$ cat config.mk
export PLATFORM = sky130hd
export DESIGN_NAME = tsd_queue
export DESIGN_NICKNAME = d
export VERILOG_FILES = /design/src/design/tsd_pkg.sv /design/src/design/tsd_queue.sv
export SDC_FILE = /design/constraint.sdc
export NUM_CORES = 1
export LEC_CHECK = 0
export BUFFER_PORTS_ARGS = -buffer_cell sky130_fd_sc_hd__buf_2
export CAP_MARGIN = 20
export CORE_AREA = 2 2 222 224
export CTS_BUF_LIST = sky130_fd_sc_hd__clkbuf_4 sky130_fd_sc_hd__clkbuf_8
export DETAILED_ROUTE_END_ITERATION = 10
export DIE_AREA = 0 0 224 226
export GPL_TIMING_DRIVEN = 0
export HOLD_SLACK_MARGIN = 0.1
export PLACE_DENSITY = 0.76
export REMOVE_ABC_BUFFERS = 1
export SETUP_SLACK_MARGIN = 0.2
export SLEW_MARGIN = 30
export SYNTH_ARGS = -nofsm -noshare
export SYNTH_HDL_FRONTEND = slang
export SYNTH_SLANG_ARGS = --single-unit
$ cat constraint.sdc
create_clock -name i_clk -period 15.24 [get_ports i_clk]
set_clock_uncertainty 0.15 [all_clocks]
set_input_delay 3.048 -clock i_clk [delete_from_list [all_inputs] [get_ports i_clk]]
set_output_delay 3.048 -clock i_clk [all_outputs]
set_load 0.02 [all_outputs]
$ cat src/design/tsd_pkg.sv
package tsd_pkg;

    localparam int MAX_ROWS = 256;
    localparam int MAX_COLS = 256;
    localparam int ROW_W    = $clog2(MAX_ROWS);
    localparam int COL_W    = $clog2(MAX_COLS);
    localparam int FRAME_W  = 9;
    localparam int PIX_W    = 8;
    localparam int RAD_W    = 4;
    localparam int ACT_W    = 2;
    localparam int ADDR_W   = 4;
    localparam int DATA_W   = 32;
    localparam int Q_DEPTH  = 2;
    localparam int Q_PTR_W  = $clog2(Q_DEPTH);
    localparam int Q_CNT_W  = $clog2(Q_DEPTH + 1);

    localparam logic [ACT_W-1:0] ACT_CLEAR = 2'd0;
    localparam logic [ACT_W-1:0] ACT_APPLY = 2'd1;
    localparam logic [ACT_W-1:0] ACT_READ  = 2'd2;

    localparam logic [1:0] REG_WALL_THR = 2'd0;
    localparam logic [1:0] REG_RADIUS   = 2'd1;
    localparam logic [1:0] REG_ROWS     = 2'd2;
    localparam logic [1:0] REG_COLS     = 2'd3;

    localparam logic [PIX_W-1:0]   RST_WALL_THR = 8'd80;
    localparam logic [RAD_W-1:0]   RST_RADIUS   = 4'd7;
    localparam logic [FRAME_W-1:0] RST_ROWS     = 9'd256;
    localparam logic [FRAME_W-1:0] RST_COLS     = 9'd256;

    typedef enum logic [1:0] {
        CMD_CLEAR,
        CMD_APPLY,
        CMD_READ
    } t_cmd_kind;

    typedef struct packed {
        t_cmd_kind           kind;
        logic [ROW_W-1:0]    row_lo;
        logic [ROW_W-1:0]    row_hi;
        logic [COL_W-1:0]    col;
        logic                in_frame;
        logic [MAX_COLS-1:0] mask;
    } t_cmd_item;

    typedef struct packed {
        logic full;
        logic empty;
    } t_q_status;

    typedef enum logic [1:0] {
        BK_IDLE,
        BK_APPLY,
        BK_READ
    } t_back_state;

endpackage

$ cat src/design/tsd_queue.sv
module tsd_queue (
    input  logic                  i_clk,
    input  logic                  i_rst_n,
    input  logic                  i_push,
    input  tsd_pkg::t_cmd_item    i_data,
    input  logic                  i_pop,
    output tsd_pkg::t_cmd_item    o_head,
    output tsd_pkg::t_q_status    o_status
);

    tsd_pkg::t_cmd_item             r_slot [tsd_pkg::Q_DEPTH];
    logic [tsd_pkg::Q_PTR_W-1:0]    r_wr_ptr;
    logic [tsd_pkg::Q_PTR_W-1:0]    r_rd_ptr;
    logic [tsd_pkg::Q_CNT_W-1:0]    r_count;
    logic [tsd_pkg::Q_PTR_W-1:0]    n_wr_ptr;
    logic [tsd_pkg::Q_PTR_W-1:0]    n_rd_ptr;
    logic [tsd_pkg::Q_CNT_W-1:0]    n_count;
    logic                           do_push;
    logic                           do_pop;

    assign o_status.full  = (r_count == tsd_pkg::Q_CNT_W'(tsd_pkg::Q_DEPTH));
    assign o_status.empty = (r_count == '0);
    assign o_head         = r_slot[r_rd_ptr];
    assign do_push        = i_push && !o_status.full;
    assign do_pop         = i_pop && !o_status.empty;

    always_comb begin
        n_wr_ptr = r_wr_ptr;
        n_rd_ptr = r_rd_ptr;
        n_count  = r_count;
        if (do_push) begin
            n_wr_ptr = (r_wr_ptr == tsd_pkg::Q_PTR_W'(tsd_pkg::Q_DEPTH - 1)) ?
                       '0 : r_wr_ptr + 1'b1;
        end
        if (do_pop) begin
            n_rd_ptr = (r_rd_ptr == tsd_pkg::Q_PTR_W'(tsd_pkg::Q_DEPTH - 1)) ?
                       '0 : r_rd_ptr + 1'b1;
        end
        if (do_push && !do_pop) begin
            n_count = r_count + 1'b1;
        end else if (do_pop && !do_push) begin
            n_count = r_count - 1'b1;
        end
    end

    always_ff @(posedge i_clk) begin
        if (!i_rst_n) begin
            r_wr_ptr <= '0;
            r_rd_ptr <= '0;
            r_count  <= '0;
        end else begin
            r_wr_ptr <= n_wr_ptr;
            r_rd_ptr <= n_rd_ptr;
            r_count  <= n_count;
        end
    end

    always_ff @(posedge i_clk) begin
        if (do_push) begin
            r_slot[r_wr_ptr] <= i_data;
        end
    end

endmodule

Yosys cells after proc, flatten, opt, wreduce, memory -nomap -nowiden
Memory sizes are Yosys's and may differ from the RTL's. A register that Yosys moved wholly into a read port is not among the register bits.
Cells that the tools add are included.
- register bits after elaboration: 4
- memory bits (writable): 566
- input port bits: 287
- output and inout bits: 285
- logic and storage cells: 27
- memories kept: 1
- memories (name ; words ; bits a word ; read ports ; clocked after memory_dff ; write ports ; RTL line ; source):
    r_slot ; 2 ; 283 ; 1 ; 1 ; 1 ; tsd_queue.sv:11 ; tsd_pkg::t_cmd_item r_slot [tsd_pkg::Q_DEPTH];
- $add $sub $neg: 4
- equal/unequal tests: 1
- muxes and demuxes: 8
- reduce and logical (&&, ||, !) cells: 10
- operators by type and width (kind ; count):
    2-to-1 mux 1 bit ; 6
    logical AND 1 bit ; 4
    zero test 1 bit ; 4
    2-to-1 mux 2 bit ; 2
    adder 1 bit, second input constant ; 2
    adder 2 x 1 -> 2 bit, second input constant ; 1
    equality test 2 bit, second input constant ; 1
    zero test 2 bit ; 1
    nonzero test 2 bit ; 1
    subtractor 2 x 1 -> 2 bit, second input constant ; 1

Longest topological paths before layout
- depth in word-level cells: 7
- gate-level depth with buffers: 7

Least setup slack after synthesis
OpenSTA, ideal clock, no wires.
- path type: input-to-reg
- start point: input port i_push
- end point: register r_wr_ptr
- arrival: 14748 ps
- required time: 14982 ps
- setup slack: 234 ps
- stages: 3
- cell sequence: inv_1 nor3_2 o21a_1
- word-level cells in the longest chain between the ends: 1
- RTL lines (element ; RTL line ; source):
    from (decl) ; tsd_queue.sv:4 ; input logic i_push,
    logical AND 1 bit ; tsd_queue.sv:24 ; assign do_push = i_push && !o_status.full;
    to (signal assigned) ; tsd_queue.sv:52 ; r_wr_ptr <= n_wr_ptr;
    to (decl) ; tsd_queue.sv:12 ; logic [tsd_pkg::Q_PTR_W-1:0] r_wr_ptr;
No other way between the ends.
A chain may end at the register's enable or synchronous reset.

==> impl_results.md <==
* Outcome: finished, final reports clean
* TritonCTS Sinks at 571
* Critical path type: reg2out
* Rel. slew slack at 56.5%
* Cell leakage power at 9.85 nW
* Pins Over Slew Limit at 0
* Final ANT Viol Nets at 0
* Power Dens Cells at 173 nW/um2
* Worst-path clk slew at 0.06 ns
* Site Rows at 81
* DRT iter0 DRCs at 538
* Crit-path cells: buf_16, buf_12, buf_12, mux2_2, buf_2
* Synthesized cell area at 20800 um2
* Detailed Route WL at 45200 um
* VDD IR max at 110 uV
* WP buf/inv at 4
* DRC viols at 0
* Number of buffers added on ports at 571
* Initial antenna violation count at 7
* Cells after Synth at 905
* RSZ-0062 raised after global routing: false
* Post-synth ARST share at 0%
* Routed vias/inst at 4.82
* DPL Wire Length at 31900 um
* Hold Path Class: reg2reg
* Routed length per instance at 19.9 um
* CTS Hold Bufs at 0
* Max FO, Critical Path at 44
* Vias in the first global route at 11690
* Die area at 50600 um2
* WP data arrival at 2.88 ns
* CTS root buf: clkbuf_8
* Crit path launch type: flop
* Final Instance Area at 26400 um2
* Final Net Count at 1863
* Warnings from Yosys at 0
* DP Area at 24700 um2
* Family with the most delay on the worst path: buffers and inverters
* Number of distinct library cells after synthesis at 20
* FMAX at 164 MHz
* Chip height at 226 um
* Post-CTS Setup Repair Bufs at 0
* Final Util at 54.6%
* TritonRoute pass-1 iters at 4
* Post-synthesis sequential area ratio at 82.4%
* Final min period at 6.08 ns
* Slowest cell on crit path: dfxtp_4
* First-pass GRT wire length at 64800 um
* Overall global routing resource usage at 17.0%
* Fill cell count at 3747
* Finish-stage setup viols at 0
* Share of layout cells above drive strength 1 at 63.4%
* CTS Buffer Depth at 3
* CP required at 12.04 ns
* Worst path most repeated cell: buf_12
* Largest net degree at the start of global routing at 50
* Max_cap viols at 0
* Final hold viol count at 0
* TritonCTS clock tree: built
* Actual slew at the worst max-slew pin at 0.653 ns
* Pre-CTS setup slack at 9.54 ns
* Core area at 48300 um2
* Area growth syn-to-layout at 27.2%
* Setup TNS at 0 ns
* Io pins at 572
* # H-tree levels at 3
* Number of buffers created by CTS at 91
* Post-CTS sizing at 0
* Critical path's largest stage delay at 0.75 ns
* Power Total at 4.57 mW
* Avg Cell Area, Syn at 22.9 um2
* EDFF count, synth at 566
* Register bit count reported by yosys at 571
* Die Width at 224 um
* Placer Congestion at 0.771
* Total number of vias at 10943
* Skew-Pair Late Insertion Delay at 0.66 ns
* GRT overflow at 0
* Ys flop type: edfxtp_1
* Fin crit share at 39.9%
* Setup WS post-layout at 9.16 ns
* Critical Path Sink Type: output port
* Initial Utilization at 42.9%
metrics by stage:
stage               cells  hold WS (ns)
floorplan             874         0.333
global placement     2067         0.346
detailed placement   2104         0.380
CTS                  2264         0.397
global route         2267         0.460
finish               2268         0.399
synth_stat cells (2+ instances only):
cell type	count	area [um2]
edfxtp_1	566	17000
buf_6	30	338
nor2_1	2	7.51
xnor2_1	2	17.5
and2_1	3	18.8
mux2_2	283	3190
dfxtp_1	5	100
inv_1	2	7.51
worst register-to-register path: cells and delay by family (launching register included):
kind / cells / cell delay [ns]
buf+inv: 9 / 1.65
simple gates: 2 / 0.58
flops: 1 / 0.42
per-layer routing:
metal	global-route usage [%]	vias up	routed length, um
met2	29.4	438	23300
met3	6.73	100	3940
met1	18.0	5420	16500
met5	0	-	24
li1	-	4981	-
met4	8.73	4	1450
flip-flops by register name, indices dropped and copies added (netlist names), named ones only:
register  flops
r_slot      566
r_wr_ptr      1
r_count       2
r_rd_ptr      1
cells by family (layout without fill, tap and decap cells):
kind of cell	count (synthesis)	after routing	share of synthesized area, %
DFF	571	571	82.4
muxes	283	283	15.4
buffers and inverters	33	770	1.69
and+or+nand+nor	9	9	0.265
AOI/OAI and AO/OA	5	5	0.157
xor gates and xnor gates	3	3	0.127
adders and majority gates	1	1	0.0603
other	0	4	0
report_power, final:
| part | leakage [nW] | switching, mW | internal (mW) |
|---|---|---|---|
| Clock | 0.910 | 0.570 | 0.670 |
| Combinational | 3.62 | 0.777 | 0.522 |
| Sequential | 5.33 | 0.0607 | 1.97 |
placed cells by master, fill, tap and decap left out, types with 2 or more instances in the layout:
| cell type | netlist | final |
|---|---|---|
| xnor2_1 | 2 | 2 |
| buf_12 | 0 | 8 |
| buf_6 | 30 | 16 |
| buf_16 | 0 | 4 |
| and2_1 | 3 | 3 |
| clkinvlp_4 | 0 | 7 |
| clkbuf_8 | 0 | 93 |
| clkinv_2 | 0 | 9 |
| mux2_2 | 283 | 283 |
| nor2_1 | 2 | 2 |
| diode_2 | 0 | 4 |
| buf_8 | 0 | 9 |
| inv_1 | 2 | 2 |
| clkinv_1 | 0 | 13 |
| edfxtp_1 | 566 | 566 |
| inv_6 | 0 | 2 |
| dfxtp_1 | 5 | 4 |
| buf_2 | 1 | 571 |
| clkbuf_4 | 0 | 35 |
final timing paths:
check,cells after the start,endpoint,slack [ns],startpoint
setup / recovery,5,o_head[100],9.16,flop
hold / removal,2,r_count[1]$_SDFFE_PN0P_,0.40,r_count[1]$_SDFFE_PN0P_
setup reg to reg,11,r_slot[0][210]$_DFFE_PP_,12.13,r_count[0]$_SDFFE_PN0P_
hold reg to reg,2,r_count[1]$_SDFFE_PN0P_,0.40,r_count[1]$_SDFFE_PN0P_
layout make-up:
cell class                      instances  area (um2)  area share, %
Sequential cell                       571       17100           64.8
Timing Repair Buffer                  608        3440           13.0
Multi-Input combinational cell        301        3320           12.6
Clock buffer                          128        1540           5.84
Tap cell                              622         778           2.95
Clock inverter                         32         194          0.735
Antenna cell                            4        10.0         0.0379
Inverter                                2        7.51         0.0284
Note: power is estimated with default switching activity, not from simulation.
